===== src/hdl/ilp_pkg.sv =====
package ilp_pkg;

  localparam int WIDTH_DEF = 32;
  localparam int VALUE_W   = 32;

  typedef enum logic [1:0] {
    PH_FIRST       = 2'd0,
    PH_AFTER_MINUS = 2'd1,
    PH_AFTER_ZERO  = 2'd2,
    PH_DIGITS      = 2'd3
  } phase_t;

  typedef enum logic [1:0] {
    RX_DEC = 2'd0,
    RX_HEX = 2'd1,
    RX_BIN = 2'd2,
    RX_OCT = 2'd3
  } radix_t;

  localparam logic [7:0] CH_MINUS = 8'h2D;
  localparam logic [7:0] CH_LX    = 8'h78;
  localparam logic [7:0] CH_UX    = 8'h58;
  localparam logic [7:0] CH_LB    = 8'h62;
  localparam logic [7:0] CH_UB    = 8'h42;
  localparam logic [7:0] CH_0     = 8'h30;
  localparam logic [7:0] CH_9     = 8'h39;
  localparam logic [7:0] CH_LA    = 8'h61;
  localparam logic [7:0] CH_UA    = 8'h41;
  localparam logic [3:0] TEN      = 4'd10;

  typedef struct packed {
    logic       ok;
    logic [3:0] digit;
  } ilp_digit_t;

  typedef struct packed {
    logic [VALUE_W-1:0] value;
    logic               error;
  } ilp_result_t;

endpackage


===== src/hdl/ilp_digit_dec.sv =====
module ilp_digit_dec
  import ilp_pkg::*;
(
  input  logic [7:0] ch,
  input  radix_t     radix,
  output ilp_digit_t dig
);

  logic [7:0] raw;
  logic       is_alnum;

  always_comb begin
    raw      = 8'd0;
    is_alnum = 1'b1;
    case (ch) inside
      [CH_0:CH_9]:             raw = ch - CH_0;
      [CH_LA:CH_LA + 8'd5]:    raw = ch - CH_LA + 8'(TEN);
      [CH_UA:CH_UA + 8'd5]:    raw = ch - CH_UA + 8'(TEN);
      default:                 is_alnum = 1'b0;
    endcase
  end

  always_comb begin
    dig.digit = raw[3:0];
    case (radix)
      RX_HEX:  dig.ok = is_alnum;
      RX_BIN:  dig.ok = is_alnum && (raw[3:0] < 4'd2);
      RX_OCT:  dig.ok = is_alnum && (raw[3:0] < 4'd8);
      default: dig.ok = is_alnum && (raw[3:0] < TEN);
    endcase
  end

endmodule


===== src/hdl/ilp_parse_core.sv =====
module ilp_parse_core
  import ilp_pkg::*;
#(
  parameter int WIDTH = WIDTH_DEF
) (
  input  logic        clk,
  input  logic        rst,
  input  logic        adv,
  input  logic [7:0]  ch,
  input  logic        last,
  output ilp_result_t result
);

  phase_t             phase, phase_next;
  radix_t             radix_sel, radix_sel_next;
  logic               negative, negative_next;
  logic [WIDTH-1:0]   accum, accum_next;
  logic               bad, bad_next;

  radix_t             eff_radix;
  ilp_digit_t         dig;
  logic               do_take;
  logic [WIDTH-1:0]   acc_upd;
  logic [WIDTH-1:0]   signed_acc;
  logic               bad_final;
  logic [VALUE_W-1:0] value_ext;

  // leading characters always parse as decimal
  assign eff_radix = (phase == PH_FIRST || phase == PH_AFTER_MINUS) ? RX_DEC : radix_sel;

  ilp_digit_dec u_dec (
    .ch    (ch),
    .radix (eff_radix),
    .dig   (dig)
  );

  always_comb begin
    case (eff_radix)
      RX_HEX:  acc_upd = (accum << 4) | WIDTH'(dig.digit);
      RX_BIN:  acc_upd = (accum << 1) | WIDTH'(dig.digit);
      RX_OCT:  acc_upd = (accum << 3) | WIDTH'(dig.digit);
      default: acc_upd = (accum << 3) + (accum << 1) + WIDTH'(dig.digit);
    endcase
  end

  always_comb begin
    phase_next     = phase;
    radix_sel_next = radix_sel;
    negative_next  = negative;
    do_take        = 1'b0;
    case (phase)
      PH_FIRST: begin
        if (ch == CH_MINUS) begin
          negative_next = 1'b1;
          phase_next    = PH_AFTER_MINUS;
        end else if (ch == CH_0) begin
          radix_sel_next = RX_OCT;
          phase_next     = PH_AFTER_ZERO;
        end else begin
          radix_sel_next = RX_DEC;
          phase_next     = PH_DIGITS;
          do_take        = 1'b1;
        end
      end
      PH_AFTER_MINUS: begin
        if (ch == CH_0) begin
          radix_sel_next = RX_OCT;
          phase_next     = PH_AFTER_ZERO;
        end else begin
          radix_sel_next = RX_DEC;
          phase_next     = PH_DIGITS;
          do_take        = 1'b1;
        end
      end
      PH_AFTER_ZERO: begin
        phase_next = PH_DIGITS;
        if (ch == CH_LX || ch == CH_UX) begin
          radix_sel_next = RX_HEX;
        end else if (ch == CH_LB || ch == CH_UB) begin
          radix_sel_next = RX_BIN;
        end else begin
          do_take = 1'b1;
        end
      end
      default: begin
        do_take = 1'b1;
      end
    endcase

    accum_next = accum;
    bad_next   = bad;
    if (do_take && !bad) begin
      if (dig.ok) begin
        accum_next = acc_upd;
      end else begin
        bad_next = 1'b1;
      end
    end
  end

  assign bad_final  = bad_next || (phase_next == PH_AFTER_MINUS);
  assign signed_acc = negative_next ? ({WIDTH{1'b0}} - accum_next) : accum_next;

  generate
    if (WIDTH >= VALUE_W) begin : g_cut
      assign value_ext = signed_acc[VALUE_W-1:0];
    end else begin : g_sext
      assign value_ext = {{(VALUE_W-WIDTH){signed_acc[WIDTH-1]}}, signed_acc};
    end
  endgenerate

  assign result.value = bad_final ? '0 : value_ext;
  assign result.error = bad_final;

  always_ff @(posedge clk) begin
    if (rst) begin
      phase     <= PH_FIRST;
      radix_sel <= RX_DEC;
      negative  <= 1'b0;
      accum     <= '0;
      bad       <= 1'b0;
    end else if (adv) begin
      if (last) begin
        phase     <= PH_FIRST;
        radix_sel <= RX_DEC;
        negative  <= 1'b0;
        accum     <= '0;
        bad       <= 1'b0;
      end else begin
        phase     <= phase_next;
        radix_sel <= radix_sel_next;
        negative  <= negative_next;
        accum     <= accum_next;
        bad       <= bad_next;
      end
    end
  end

  a_restart: assert property (@(posedge clk) disable iff (rst)
    (adv && last) |=> (phase == PH_FIRST && !bad && !negative && accum == '0))
    else $error("parser state not cleared after final character");

  a_first_clean: assert property (@(posedge clk) disable iff (rst)
    (phase == PH_FIRST) |-> (!negative && !bad && accum == '0))
    else $error("stale state at literal start");

  a_bad_sticky: assert property (@(posedge clk) disable iff (rst)
    (bad && !(adv && last)) |=> bad)
    else $error("error flag dropped mid literal");

endmodule


===== src/hdl/ilp_out_reg.sv =====
module ilp_out_reg
  import ilp_pkg::*;
(
  input  logic               clk,
  input  logic               rst,
  input  logic               load,
  input  ilp_result_t        result,
  input  logic               out_stall,
  output logic               ready,
  output logic               out_valid,
  output logic [VALUE_W-1:0] value,
  output logic               error
);

  assign ready = !out_valid || !out_stall;

  always_ff @(posedge clk) begin
    if (rst) begin
      out_valid <= 1'b0;
    end else if (ready) begin
      out_valid <= load;
    end
  end

  always_ff @(posedge clk) begin
    if (ready && load) begin
      value <= result.value;
      error <= result.error;
    end
  end

  a_err_zero: assert property (@(posedge clk) disable iff (rst)
    (out_valid && error) |-> (value == '0))
    else $error("error result carries nonzero value");

  a_no_overwrite: assert property (@(posedge clk) disable iff (rst)
    (load && !ready) |-> 1'b0)
    else $error("result offered while output register blocked");

endmodule


===== src/hdl/integer_literal_parser.sv =====
// The final character's transaction passes the input register, then the parse logic
// into the result register. Throughput: one character per cycle while in_stall is
// low; the accumulate (shift or times ten plus digit) and the negate of the final
// value sit between the input and result registers.
// Reset (rst, synchronous): drops both registered valids and returns the parser
// to the start of a literal, decimal, positive, zero accumulator, no error.
module integer_literal_parser
  import ilp_pkg::*;
#(
  parameter int WIDTH = WIDTH_DEF
) (
  input  logic                      clk,
  input  logic                      rst,
  input  logic                      in_valid,
  output logic                      in_stall,
  input  logic [7:0]                ch,
  input  logic                      last,
  output logic                      out_valid,
  input  logic                      out_stall,
  output logic signed [VALUE_W-1:0] value,
  output logic                      error
);

  logic        s1_valid;
  logic [7:0]  s1_ch;
  logic        s1_last;
  logic        s1_adv;
  logic        out_ready;
  ilp_result_t result;
  logic [VALUE_W-1:0] value_u;

  // non-final characters never need the output register
  assign s1_adv   = s1_valid && (!s1_last || out_ready);
  assign in_stall = s1_valid && !s1_adv;

  always_ff @(posedge clk) begin
    if (rst) begin
      s1_valid <= 1'b0;
    end else if (!in_stall) begin
      s1_valid <= in_valid;
    end
  end

  always_ff @(posedge clk) begin
    if (!in_stall && in_valid) begin
      s1_ch   <= ch;
      s1_last <= last;
    end
  end

  ilp_parse_core #(
    .WIDTH (WIDTH)
  ) u_core (
    .clk    (clk),
    .rst    (rst),
    .adv    (s1_adv),
    .ch     (s1_ch),
    .last   (s1_last),
    .result (result)
  );

  ilp_out_reg u_out (
    .clk       (clk),
    .rst       (rst),
    .load      (s1_adv && s1_last),
    .result    (result),
    .out_stall (out_stall),
    .ready     (out_ready),
    .out_valid (out_valid),
    .value     (value_u),
    .error     (error)
  );

  assign value = signed'(value_u);

  a_stall_held: assert property (@(posedge clk) disable iff (rst)
    in_stall |-> (s1_valid && s1_last && !out_ready))
    else $error("input stalled without a blocked final character");

endmodule


===== config.mk =====
export PLATFORM = sky130hd
export DESIGN_NAME = integer_literal_parser
export DESIGN_NICKNAME = d
export VERILOG_FILES = /design/src/hdl/ilp_pkg.sv /design/src/hdl/ilp_digit_dec.sv /design/src/hdl/ilp_parse_core.sv /design/src/hdl/ilp_out_reg.sv /design/src/hdl/integer_literal_parser.sv
export SDC_FILE = /design/constraint.sdc
export NUM_CORES = 1
export LEC_CHECK = 0
export ABC_AREA = 1
export BUFFER_PORTS_ARGS = -buffer_cell sky130_fd_sc_hd__buf_4
export CAP_MARGIN = 20
export CORE_ASPECT_RATIO = 0.6
export CORE_MARGIN = 1
export CORE_UTILIZATION = 45
export DETAILED_ROUTE_END_ITERATION = 16
export SLEW_MARGIN = 5
export SYNTH_ARGS = -nofsm -noshare
export SYNTH_HDL_FRONTEND = slang
export SYNTH_SLANG_ARGS = --single-unit
export TNS_END_PERCENT = 1

===== constraint.sdc =====
create_clock -name clk -period 10.7 [get_ports clk]
set_input_delay 0 -clock clk [delete_from_list [all_inputs] [get_ports clk]]
set_output_delay 0 -clock clk [all_outputs]
set_load 0.01 [all_outputs]

* Yosys cells after proc, flatten, opt, wreduce, memory -nomap -nowiden
Index checks and enable logic that the tools add are counted.
W data, S select, Z words.
** Cells by class
- $add $sub $neg :: 8
- Multiplexer cells :: 34
- Magnitude comparators :: 9
- Bitwise operators :: 3
- Reductions and logical operators :: 27
- Equal/unequal tests :: 14
** Operators by type and width (count)
- $mux W32 :: 4
- $or A32 B4 Y32 :: 3
- $pmux W32 S3 :: 1
- $add A32 B32 Y32 :: 1
- $add A32 B4 Y32 :: 1
- $eq A8 B7 Y1 const B :: 4
- $sub A1 B32 Y32 const A :: 1
- $eq A8 B6 Y1 const B :: 2
- $ge A8 B7 Y1 const B :: 2
- $le A8 B7 Y1 const B :: 2
- $mux W2 :: 8
- $mux W1 :: 14
- $logic_and A1 B1 Y1 :: 12
- $mux W4 :: 3
- $pmux W2 S3 :: 2
- $sub A4 B1 Y4 const B :: 3
- $add A4 B4 Y4 const B :: 2
- $ge A8 B6 Y1 const B :: 1
- $le A8 B6 Y1 const B :: 1
- $lt A4 B4 Y1 const B :: 2
- $eq A2 B1 Y1 const B :: 3
- $eq A2 B2 Y1 const B :: 3
- $logic_not A1 Y1 :: 6
- $logic_or A1 B1 Y1 :: 6
- other kinds (7) :: 8
** Storage, ports and cells
- Output and inout port bits :: 35
- Bits of input ports :: 13
- Flip-flop bits (word level) :: 82

* Depth between registers and ports, before layout
Gate-level depths: netlist of run 1.
- Depth in word-level cells :: 12
- Depth in mapped cells :: 36

* Cells and area by module
From an unflattened synthesis of run 1, not the netlist that was laid out.
** Second synthesis, totals
- Cells, all modules :: 1386
- Area, all modules :: 8519.4 um^2
** By module, submodules not included
- ilp_parse_core :: sequential area each 760.7 um^2, instances 1, cells each 1275, area an instance 6855.3 um^2
- ilp_out_reg :: sequential area each 1011.0 um^2, instances 1, cells each 38, area an instance 1034.7 um^2
- integer_literal_parser :: sequential area each 290.3 um^2, instances 1, cells each 21, area an instance 344.1 um^2
- ilp_digit_dec :: sequential area each 0.0 um^2, instances 1, cells each 52, area an instance 285.3 um^2

* Worst setup path after synthesis of run 1
OpenSTA, ideal clock, no wires.
- Path type :: reg-to-reg
- Start :: reg s1_ch[0]
- End :: reg u_out.value[31], data pin
- Stages on the path, launching flop included :: 33
- Data arrival time :: 3814 ps
- Required time :: 10445 ps
- Buffers on the path :: 0
- Period minus slack after synthesis :: 4068 ps
- Setup time :: 255 ps
- Setup slack :: 6632 ps
- Path through :: edfxtp_1 > inv_1 > ha_1 > inv_1 > nor2_2 > a21oi_2 > nand2_1 > nand2_4 > nand2_2 > inv_1 > fa_1 > inv_1 > fa_1 > inv_1 > nand3_1 > nand3_1 > nand2_1 > nand2_1 > nand2_1 > nand3_1 > nand3_1 > o21ai_0 > nand3_1 > nand2_2 > inv_2 > nor2_2 > nand2_1 > nor2_4 > nand2_2 > o21ai_4 > nand3_1 > nand2_1 > nor2_1
** On the way
- Longest elaborated chain between the ends :: 12
- Elaborated cells on any way between the ends :: 59
- Classes of those cells :: add/sub (7); order compare (9); eq/ne (7); mux (23); bitwise (3); reduce/logical (10)
** RTL lines
- start, declared :: RTL line integer_literal_parser.sv:25 : logic [7:0] s1_ch;
- start signal, assigned :: RTL line integer_literal_parser.sv:46 : s1_ch <= ch;
- branches (longest 12 deep; another with $add A32 B4 Y32)
- end signal, assigned :: RTL line ilp_out_reg.sv:27 : value <= result.value;
- end, declared :: RTL line ilp_out_reg.sv:11 : output logic [VALUE_W-1:0] value,
Several ways; the timed one is not identified.
A chain may end at the register's enable or synchronous reset.

* Worst setup path in the final report of run 1
Same ends and word-level chain as after synthesis.

==> flow_summary.json, run 1 <==
{
  "wl_per_cell_um": 16.7,
  "maxCapViolations": 0,
  "num_vias": 8393,
  "route.detailed.drc": 0,
  "seq_area_frac_synth_pct": 25.1,
  "place_area_um2": 8710,
  "slew_headroom_pct": 44.3,
  "mappedNetlistNets": 1345,
  "drive_above_1_share_pct": 12.5,
  "dp_cells": 1513,
  "gr-total-overflow": 0,
  "final_cells": 1539,
  "syn_area_um2": 8210,
  "track_usage_pct": 28.0,
  "worstPathArrival_ns": 5.04,
  "place_congestion": 0.943,
  "register_area_um2": 2060,
  "clk_path_buf_depth": 2,
  "yosysTopAreaCellShare_pct": 16.3,
  "min_period_ns": 4.94,
  "grt_max_degree": 41,
  "end_kind": "register",
  "pwr_density_cell_nw_per_um2": 85.9,
  "worstSetupEndpoint": "u_out.value[31]$_SDFFCE_PP0P_",
  "dp_hpwl_um": 20100,
  "crit_fanout": 5,
  "setup-tns-final_ns": 0,
  "synth_cell_types": 52,
  "fillCellCount": 1802,
  "numCtsBuffers": 9,
  "syn_area_per_cell_um2": 6.52,
  "io_buffers": 47,
  "tritoncts": "done",
  "cts_setup_buffers": 0,
  "firstDrtPassIters": 5,
  "critical_path.slowest_cell": "fa_1",
  "synth_edf_count": 42,
  "initial_core_util_pct": 46.9,
  "slew_viol_final": 0,
  "antenna_found_initial": 0,
  "reg2regPathDepth": 32,
  "die_y_um": 107,
  "core_area_um2": 17500,
  "rows": 37,
  "async_reset_ff_share_pct": 0,
  "yosysTopAreaCell": "nand2_1",
  "crit_required_ns": 10.79,
  "die_w_um": 176,
  "n_antenna_cell": 0,
  "grt_pass1_wl_um": 40900,
  "path_clk_slew_ns": 0.06,
  "grt_pass1_vias": 7530,
  "ys.flop_type": "edfxtp_1",
  "pin_count": 48,
  "cp-startpoint": "s1_ch[0]$_DFFE_PP_",
  "yosysMostFrequentCell": "nand2_1",
  "viasPerCell": 5.45,
  "fin_nets": 1386,
  "clkSinkCount": 82,
  "critPathKind": "register to register",
  "finish.instance_area_um2": 9110,
  "rsz0062_at_grt": "no",
  "clk-insertion-delay-late_ns": 0.34,
  "area_growth_pct": 10.9,
  "status": "finished, final reports clean",
  "regToRegSetupSlack_ns": 5.76,
  "worst_pin_slew_ns": 0.834,
  "cp-start-kind": "register",
  "multi_input_area_um2": 5280,
  "final_util_pct": 52.1,
  "power_mw": 0.782,
  "cts_root_buf": "clkbuf_16",
  "irDropWorstVdd_mv": 0.0745,
  "yosys_warnings": 0,
  "final-hold-violation-count": 0,
  "cpMostUsedCell": "nand2_1",
  "initialDrtViolationCount": 932,
  "wirelength_um": 25600,
  "post-route-period-util_pct": 46.2,
  "synth.area.top_cells": "nand2_1, edfxtp_1, ha_1",
  "ys_top_cells_by_count": "nand2_1, inv_1, a21oi_1",
  "synthCells": 1259,
  "cpPeakStageDelay_ns": 0.51,
  "htreeDepth": 3,
  "fin_skew_ns": 0.00670,
  "reg2reg_to": "u_out.value[31]$_SDFFCE_PP0P_",
  "hp-class": "input pin to register",
  "yosys_register_bits": 82,
  "max_freq_mhz": 202,
  "drtAntennaViolNets": 0,
  "setup_viol": 0,
  "r2r-start": "s1_ch[0]$_DFFE_PP_",
  "dieArea_um2": 18800,
  "p_leak_nw": 4.42
}
==> through the flow <==
stage                     hold slack (ns)  setup WS (ns)
final                              0.0194           5.76
after global routing               0.0897           5.35
after CTS                          0.0179           5.84
after detailed placement            0.179           5.88
after global placement              0.178           5.95
after floorplan                    0.0915           6.63
==> where the power goes <==
| part | total (mW) | internal, mW | switching (mW) |
|---|---|---|---|
| clock | 0.315 | 0.186 | 0.128 |
| sequential | 0.341 | 0.336 | 0.00485 |
| combinational | 0.127 | 0.0403 | 0.0866 |
| total | 0.782 | 0.563 | 0.220 |
==> flip-flops by register name (all words and copies together) (netlist names) <==
register          flops
u_out.out_valid       1
u_core.phase          2
u_core.negative       1
u_out.value          32
u_core.bad            1
u_core.accum         32
s1_last               1
u_out.error           1
u_core.radix_sel      2
s1_valid              1
s1_ch                 8
==> what timing repair did <==
item / CTS / global route
endpoints found under the setup margin: 0 / 0
gates resized for setup: 0 / 0
hold buffers: 10 / 0
endpoints found under the hold margin: 10 / 0
==> per-layer routing <==
| layer | track usage [%] | part of all wire [%] |
|---|---|---|
| met1 | 42.9 | 50 |
| met2 | 38.9 | 39 |
| met3 | 7.41 | 9.5 |
| met4 | 4.25 | 1.0 |
| met5 | 0 | 0 |
==> cells by family after synthesis <==
family	Yosys count	synth area share, %
flops	82	25.1
xor+xnor	8	0.853
simple gates	665	37.0
buf+inv	216	10.7
fa+ha+maj	73	11.3
compound gates	215	15.0
==> worst max-delay path, delay by kind of cell (launching register included) <==
kind                       cells  cell delay, ns
AOI/OAI and AO/OA              1            0.09
adders and majority gates      3            1.12
buffers and inverters          6            0.71
DFF                            1            0.47
and+or+nand+nor               22            2.29
==> cell usage in the layout (no fill, tap or decap), types with 5 or more instances in the layout <==
master         synthesis  final
nand2_1              357    357
inv_1                163    163
a21oi_1              116    116
nor2_1               113    112
nand3_1               82     82
ha_1                  71     71
buf_4                  2     52
edfxtp_1              42     42
dfxtp_1               40     40
o21ai_0               35     35
nand4_1               25     25
nand2_2               22     22
inv_2                 19     19
o22ai_1               19     19
nor2_4                15     15
nor2_2                12     13
nor3_1                13     13
dlygate4sd3_1          0     10
o221ai_1               9      9
clkbuf_16              0      9
nand2_4                7      7
o21ai_1                7      7
nand3_2                5      5
o21ai_2                5      5
o21a_1                 5      5
==> worst min path at each step <==
stage                     startpoint                           end  slack [ns]  cells after the start
after global routing       out_stall  u_out.out_valid$_SDFFE_PP0P_        0.09                      5
after CTS                  out_stall  u_out.out_valid$_SDFFE_PP0P_        0.02                      5
final                      out_stall  u_out.out_valid$_SDFFE_PP0P_        0.02                      5
after detailed placement       ch[6]            s1_ch[6]$_DFFE_PP_        0.18                      1
after global placement         ch[5]            s1_ch[5]$_DFFE_PP_        0.18                      1
after floorplan                  rst  u_core.negative$_SDFFE_PP0P_        0.09                      1
==> cell type report <==
cell class                 count  area share, %
clock inverter                 5          0.591
timing repair buffer          62           5.38
tap                          234           3.21
clock buffer                  11           2.66
multi-input combinational    961           57.9
inverter                     184           7.58
sequential                    82           22.6
Note: power is estimated with default switching activity, not from simulation.
==> run 2: changes to the inputs <==
==> constraint.sdc (replaced) <==
create_clock -name clk -period 4.45 [get_ports clk]
set_input_delay 0 -clock clk [delete_from_list [all_inputs] [get_ports clk]]
set_output_delay 0 -clock clk [all_outputs]
set_load 0.01 [all_outputs]
==> run 2 against run 1 <==
Compared with the run above: power is 140% higher; sequential share of layout area decreased by 1.1 points; register-to-register slack worse by 5.6 ns; final cell count is 1.8% higher.
==> flow_summary.json, run 2 (synthesis gave the netlist of run 1 again) <==
{
  "layout_commonest_cell": "nand2_1",
  "route.detailed.drc": 0,
  "swShare_pct": 28.5,
  "max_freq_mhz": 231,
  "r2r-start": "s1_ch[0]$_DFFE_PP_",
  "fin_skew_ns": 0.0117,
  "pin_count": 48,
  "track_usage_pct": 27.7,
  "drive_above_1_share_pct": 18.8,
  "irDropWorstVdd_mv": 0.174,
  "status": "finished, final reports clean",
  "p_int_mw": 1.36,
  "die_y_um": 107,
  "worstPathArrival_ns": 4.42,
  "critPathKind": "register to register",
  "cp-start-kind": "register",
  "area_growth_pct": 16.5,
  "post-route-period-util_pct": 97.2,
  "dp_cells": 1536,
  "grt_pass1_vias": 7514,
  "slew_headroom_pct": 48.7,
  "reg2reg_to": "u_out.value[31]$_SDFFCE_PP0P_",
  "reg2regPathDepth": 33,
  "final_cell_mix": "nand2_1, inv_1, a21oi_1",
  "wirelength_um": 25500,
  "antenna_found_initial": 0,
  "clkSinkCount": 82,
  "use_met1_pct": 42.5,
  "worstHoldEndpoint": "u_out.out_valid$_SDFFE_PP0P_",
  "finish.instance_area_um2": 9570,
  "holdPathStages": 5,
  "rsz0062_at_grt": "yes",
  "core_area_um2": 17500,
  "place_congestion": 0.970,
  "io_buffers": 47,
  "final-hold-violation-count": 0,
  "min-delay-start": "out_stall",
  "final_cells": 1566,
  "clk_path_buf_depth": 2,
  "end_kind": "register",
  "initial_core_util_pct": 46.9,
  "cts_root_buf": "clkbuf_16",
  "p_sw_mw": 0.540,
  "viasPerCell": 5.40,
  "p_leak_nw": 4.57,
  "die_w_um": 176,
  "min_period_ns": 4.33,
  "final_util_pct": 54.7,
  "grt_pass1_wl_um": 40300,
  "dieArea_um2": 18800,
  "slew_viol_final": 0,
  "top_usage_layer": "met1",
  "critical_path.slowest_cell": "fa_1",
  "cpPeakStageDelay_ns": 0.60,
  "grt_util_met3_pct": 7.66,
  "layout_setup_ws_ns": 0.123,
  "firstDrtPassIters": 5,
  "dp_slack_ns": 0.0145,
  "htreeDepth": 3,
  "crit_required_ns": 4.54,
  "crit_fanout": 5,
  "pwr_density_cell_nw_per_um2": 198,
  "p_clk_share_pct": 38.8,
  "gr-usage-met2_pct": 37.8,
  "combPwrFrac_pct": 18.0,
  "gr-total-overflow": 0,
  "hp-class": "input pin to register",
  "maxCapViolations": 0,
  "clk-insertion-delay-late_ns": 0.35,
  "wl_per_cell_um": 16.3,
  "num_vias": 8454,
  "grt_max_degree": 41,
  "drtAntennaViolNets": 0,
  "cpMostUsedCell": "inv_2",
  "setup_viol": 0,
  "reg_top3": "u_core.accum: 32 flops, u_out.value: 32 flops, s1_ch: 8 flops",
  "regToRegSetupSlack_ns": 0.12,
  "rows": 37,
  "worst_pin_slew_ns": 0.769,
  "tritoncts": "done",
  "fin_nets": 1413,
  "initialDrtViolationCount": 805,
  "dp_hpwl_um": 19900,
  "path_clk_slew_ns": 0.06,
  "power_frac_seq_pct": 43.2,
  "fillCellCount": 1783,
  "place_area_um2": 8890,
  "n_antenna_cell": 0,
  "numCtsBuffers": 9
}
-- run 2: cell types whose count changed in the layout (fill, tap and decap cells not counted), moves of 6 or more --
| cell | before | now |
|---|---|---|
| buf_4 | 52 | 78 |
| ha_1 | 71 | 64 |
| inv_1 | 163 | 154 |
| inv_2 | 19 | 29 |
| nand2_1 | 357 | 340 |
| nand2_2 | 22 | 35 |
| nand3_1 | 82 | 76 |
| nor2_1 | 112 | 100 |
| nor2_2 | 13 | 20 |
-- run 2: worst max path at each step --
stage,start,to,slack [ns],cells past startpoint
after CTS,s1_ch[0]$_DFFE_PP_,u_out.value[31]$_SDFFCE_PP0P_,0.05,30
after global placement,s1_ch[1]$_DFFE_PP_,u_out.value[26]$_SDFFCE_PP0P_,0.12,30
after detailed placement,s1_ch[0]$_DFFE_PP_,u_out.value[31]$_SDFFCE_PP0P_,0.01,30
after global routing,s1_ch[1]$_DFFE_PP_,u_out.value[26]$_SDFFCE_PP0P_,-0.13,31
after floorplan,s1_ch[0]$_DFFE_PP_,u_out.value[31]$_SDFFCE_PP0P_,0.38,32
final,s1_ch[0]$_DFFE_PP_,u_out.value[31]$_SDFFCE_PP0P_,0.12,33
-- run 2: final cells by class --
class | count | area [um2] | area share (%)
inverters | 184 | 691 | 7.21
well taps | 234 | 293 | 3.06
clock inverters | 6 | 58.8 | 0.614
multi-input cells | 961 | 5540 | 57.9
repair buffers | 89 | 697 | 7.28
flip-flops and latches | 82 | 2060 | 21.5
clock buffers | 10 | 229 | 2.39
-- run 2: per-stage QoR --
stage                     total power [mW]  hold WS, ns  setup TNS (ns)
after floorplan                       1.05       0.0915               0
after global placement                1.14        0.178               0
after detailed placement              1.14        0.179               0
after CTS                             1.88       0.0307               0
after global routing                  1.99       0.0756           -1.10
final                                 1.90       0.0441               0
-- run 2: per-layer routing --
layer  vias up  routed length (um)
met5         -                   0
met4         0                 351
met3        34                2070
met2       296                9940
met1      3845               13100
li1       4279                   -
-- run 2: repair_timing --
| action | 4_1_cts | 5_1_grt |
|---|---|---|
| cloned | 0 | 0 |
| hold endpoints to repair | 10 | 0 |
| resized for setup | 2 | 76 |
| setup buffers | 0 | 4 |
| hold buffers | 10 | 0 |
| endpoints found under the setup margin | 2 | 25 |
| pin swaps | 0 | 33 |
-- run 2: power by group through the flow --
stage	combinational, mW	sequential [mW]	clock (mW)
after floorplan	0.215	0.836	0
after global placement	0.303	0.834	0
after detailed placement	0.304	0.835	0
after CTS	0.312	0.818	0.753
after global routing	0.379	0.820	0.788
final	0.341	0.819	0.737
-- run 2: critical path, delay by kind of cell, from the launching register on --
family                     cells  cell delay, ns
adders and majority gates      3            1.13
and+or+nand+nor               22            1.89
buffers and inverters          6            0.35
AOI/OAI and AO/OA              2            0.29
DFF                            1            0.40
==> run 3: changes to the inputs <==
--- a/config.mk
+++ b/config.mk
@@ -11,6 +11,7 @@
 export CORE_ASPECT_RATIO = 0.6
 export CORE_MARGIN = 1
 export CORE_UTILIZATION = 45
+export CTS_BUF_LIST = sky130_fd_sc_hd__clkbuf_4 sky130_fd_sc_hd__clkbuf_8
 export DETAILED_ROUTE_END_ITERATION = 16
 export SLEW_MARGIN = 5
 export SYNTH_ARGS = -nofsm -noshare
==> run 3 against run 2 <==
Compared with the run above: routed wire length decreased by 0.34%; via count down 0.17%; clock power is 26% lower; clock skew up 0.0063 ns; maximum frequency shrank 0.63%; final cell count rose by 0.13%; hold slack gained 0.021 ns; worst setup slack worse by 0.028 ns; largest power group unchanged; register-to-register slack worse by 0.03 ns; non-clock buffer count grew 2.
==> flow_summary.json, run 3 (synthesis gave the netlist of run 1 again) <==
{
  "layout_commonest_cell": "nand2_1",
  "multi_input_area_um2": 5510,
  "maxCapViolations": 0,
  "finish.instance_area_um2": 9460,
  "pwr_density_cell_nw_per_um2": 180,
  "status": "finished, final reports clean",
  "worstPathArrival_ns": 4.58,
  "cpPeakStageDelay_ns": 0.59,
  "r2r-start": "s1_ch[0]$_DFFE_PP_",
  "viasPerCell": 5.38,
  "place_area_um2": 8890,
  "dp_cells": 1536,
  "pin_count": 48,
  "drive_above_1_share_pct": 18.1,
  "p_sw_mw": 0.517,
  "track_usage_pct": 27.7,
  "fillCellCount": 1795,
  "rows": 37,
  "drtAntennaViolNets": 0,
  "htreeDepth": 3,
  "initialDrtViolationCount": 875,
  "worst_pin_slew_ns": 0.789,
  "regToRegSetupSlack_ns": 0.1,
  "irDropWorstVdd_mv": 0.173,
  "clkSinkCount": 82,
  "min-delay-start": "rst",
  "dp_hpwl_um": 19900,
  "swShare_pct": 30.4,
  "path_clk_slew_ns": 0.09,
  "n_antenna_cell": 0,
  "power_frac_seq_pct": 48.0,
  "gr-total-overflow": 0,
  "reg_top3": "u_core.accum: 32 flops, u_out.value: 32 flops, s1_ch: 8 flops",
  "crit_family": "simple AND/OR/NAND/NOR gates",
  "setup_viol": 0,
  "end_kind": "register",
  "route.detailed.drc": 0,
  "max_freq_mhz": 230,
  "combPwrFrac_pct": 19.8,
  "io_buffers": 47,
  "area_growth_pct": 15.2,
  "p_int_mw": 1.19,
  "min_period_ns": 4.35,
  "p_leak_nw": 4.53,
  "critPathKind": "register to register",
  "p_clk_share_pct": 32.2,
  "slew_headroom_pct": 47.4,
  "wl_per_cell_um": 16.2,
  "tritoncts": "done",
  "hp-class": "input pin to register",
  "dp_slack_ns": 0.0145,
  "worstHoldEndpoint": "u_core.phase[0]$_SDFFE_PP0P_",
  "fin_nets": 1415,
  "firstDrtPassIters": 6,
  "holdPathStages": 2,
  "place_congestion": 0.970,
  "grt_max_degree": 41,
  "die_w_um": 176,
  "die_y_um": 107,
  "cts_root_buf": "clkbuf_8",
  "dieArea_um2": 18800,
  "cp-start-kind": "register",
  "fin_skew_ns": 0.0180,
  "grt_pass1_wl_um": 40300,
  "clk-insertion-delay-late_ns": 0.39,
  "cpMostUsedCell": "inv_2",
  "post-route-period-util_pct": 97.9,
  "crit_fanout": 5,
  "reg2regPathDepth": 32,
  "reg2reg_to": "u_out.value[26]$_SDFFCE_PP0P_",
  "clk_path_buf_depth": 2,
  "rsz0062_at_grt": "yes",
  "final_cell_mix": "nand2_1, inv_1, a21oi_1",
  "path_buf_inv": 7,
  "register_area_um2": 2060,
  "core_area_um2": 17500,
  "final-hold-violation-count": 0,
  "slew_viol_final": 0,
  "grt_pass1_vias": 7533,
  "final_cells": 1568,
  "crit_required_ns": 4.67,
  "numCtsBuffers": 9,
  "num_vias": 8440,
  "critical_path.slowest_cell": "fa_1",
  "layout_setup_ws_ns": 0.0950,
  "wirelength_um": 25400,
  "antenna_found_initial": 0,
  "initial_core_util_pct": 46.9
}
## run 3: cell types whose count changed in the layout (fill, tap and decap cells not counted), sizes merged
cell	delta
buf	+1
dlygate4sd3	+1
## run 3: final cells by class
class / instances / share of cell area (%)
Timing Repair Buffer: 91 / 7.55
Clock inverter: 6 / 0.622
Tap cell: 234 / 3.09
Sequential cell: 82 / 21.8
Clock buffer: 10 / 1.39
Inverter: 184 / 7.30
Multi-Input combinational cell: 961 / 58.2
## run 3: power groups by stage
stage          Sequential (mW)  Combinational (mW)  Clock, mW
2_1_floorplan            0.836               0.215          0
3_3_place_gp             0.834               0.303          0
3_5_place_dp             0.835               0.304          0
4_1_cts                  0.817               0.312      0.560
5_1_grt                  0.819               0.376      0.592
6_report                 0.817               0.338      0.548
## run 3: worst max path at each step
stage,from,to,slack [ns],cells after the start
after floorplan,s1_ch[0]$_DFFE_PP_,u_out.value[31]$_SDFFCE_PP0P_,0.38,32
after global placement,s1_ch[1]$_DFFE_PP_,u_out.value[26]$_SDFFCE_PP0P_,0.12,30
after detailed placement,s1_ch[0]$_DFFE_PP_,u_out.value[31]$_SDFFCE_PP0P_,0.01,30
after CTS,s1_ch[0]$_DFFE_PP_,u_out.value[31]$_SDFFCE_PP0P_,0.04,30
after global routing,s1_ch[1]$_DFFE_PP_,u_out.value[26]$_SDFFCE_PP0P_,-0.16,32
final,s1_ch[0]$_DFFE_PP_,u_out.value[26]$_SDFFCE_PP0P_,0.1,32
## run 3: repair_timing
| item | in CTS | in global routing |
|---|---|---|
| endpoints found under the hold margin | 11 | 0 |
| pin swaps | 0 | 27 |
| buffers inserted | 0 | 5 |
| hold buffers | 11 | 0 |
| resized for setup | 2 | 62 |
| endpoints found under the setup margin | 2 | 26 |
## run 3: metrics by stage
| step | hold WS (ns) | total power, mW | util, % | TNS (ns) |
|---|---|---|---|---|
| final | 0.0651 | 1.70 | 54.1 | 0 |
| after global routing | 0.0816 | 1.79 | 54.1 | -1.24 |
| after CTS | 0.0601 | 1.69 | 52.5 | 0 |
| after detailed placement | 0.179 | 1.14 | 50.8 | 0 |
| after global placement | 0.178 | 1.14 | 50.8 | 0 |
| after floorplan | 0.0915 | 1.05 | - | 0 |
## run 3: metal layers
layer / vias to the layer above / GRT usage (%) / share of wire [%] / routed length (um)
li1: 4281 / - / - / -
met1: 3821 / 42.4 / 51 / 12900
met2: 303 / 38.0 / 39 / 10000
met3: 35 / 7.55 / 8.5 / 2150
met4: 0 / 5.23 / 1.3 / 329
met5: - / 0 / 0 / 0
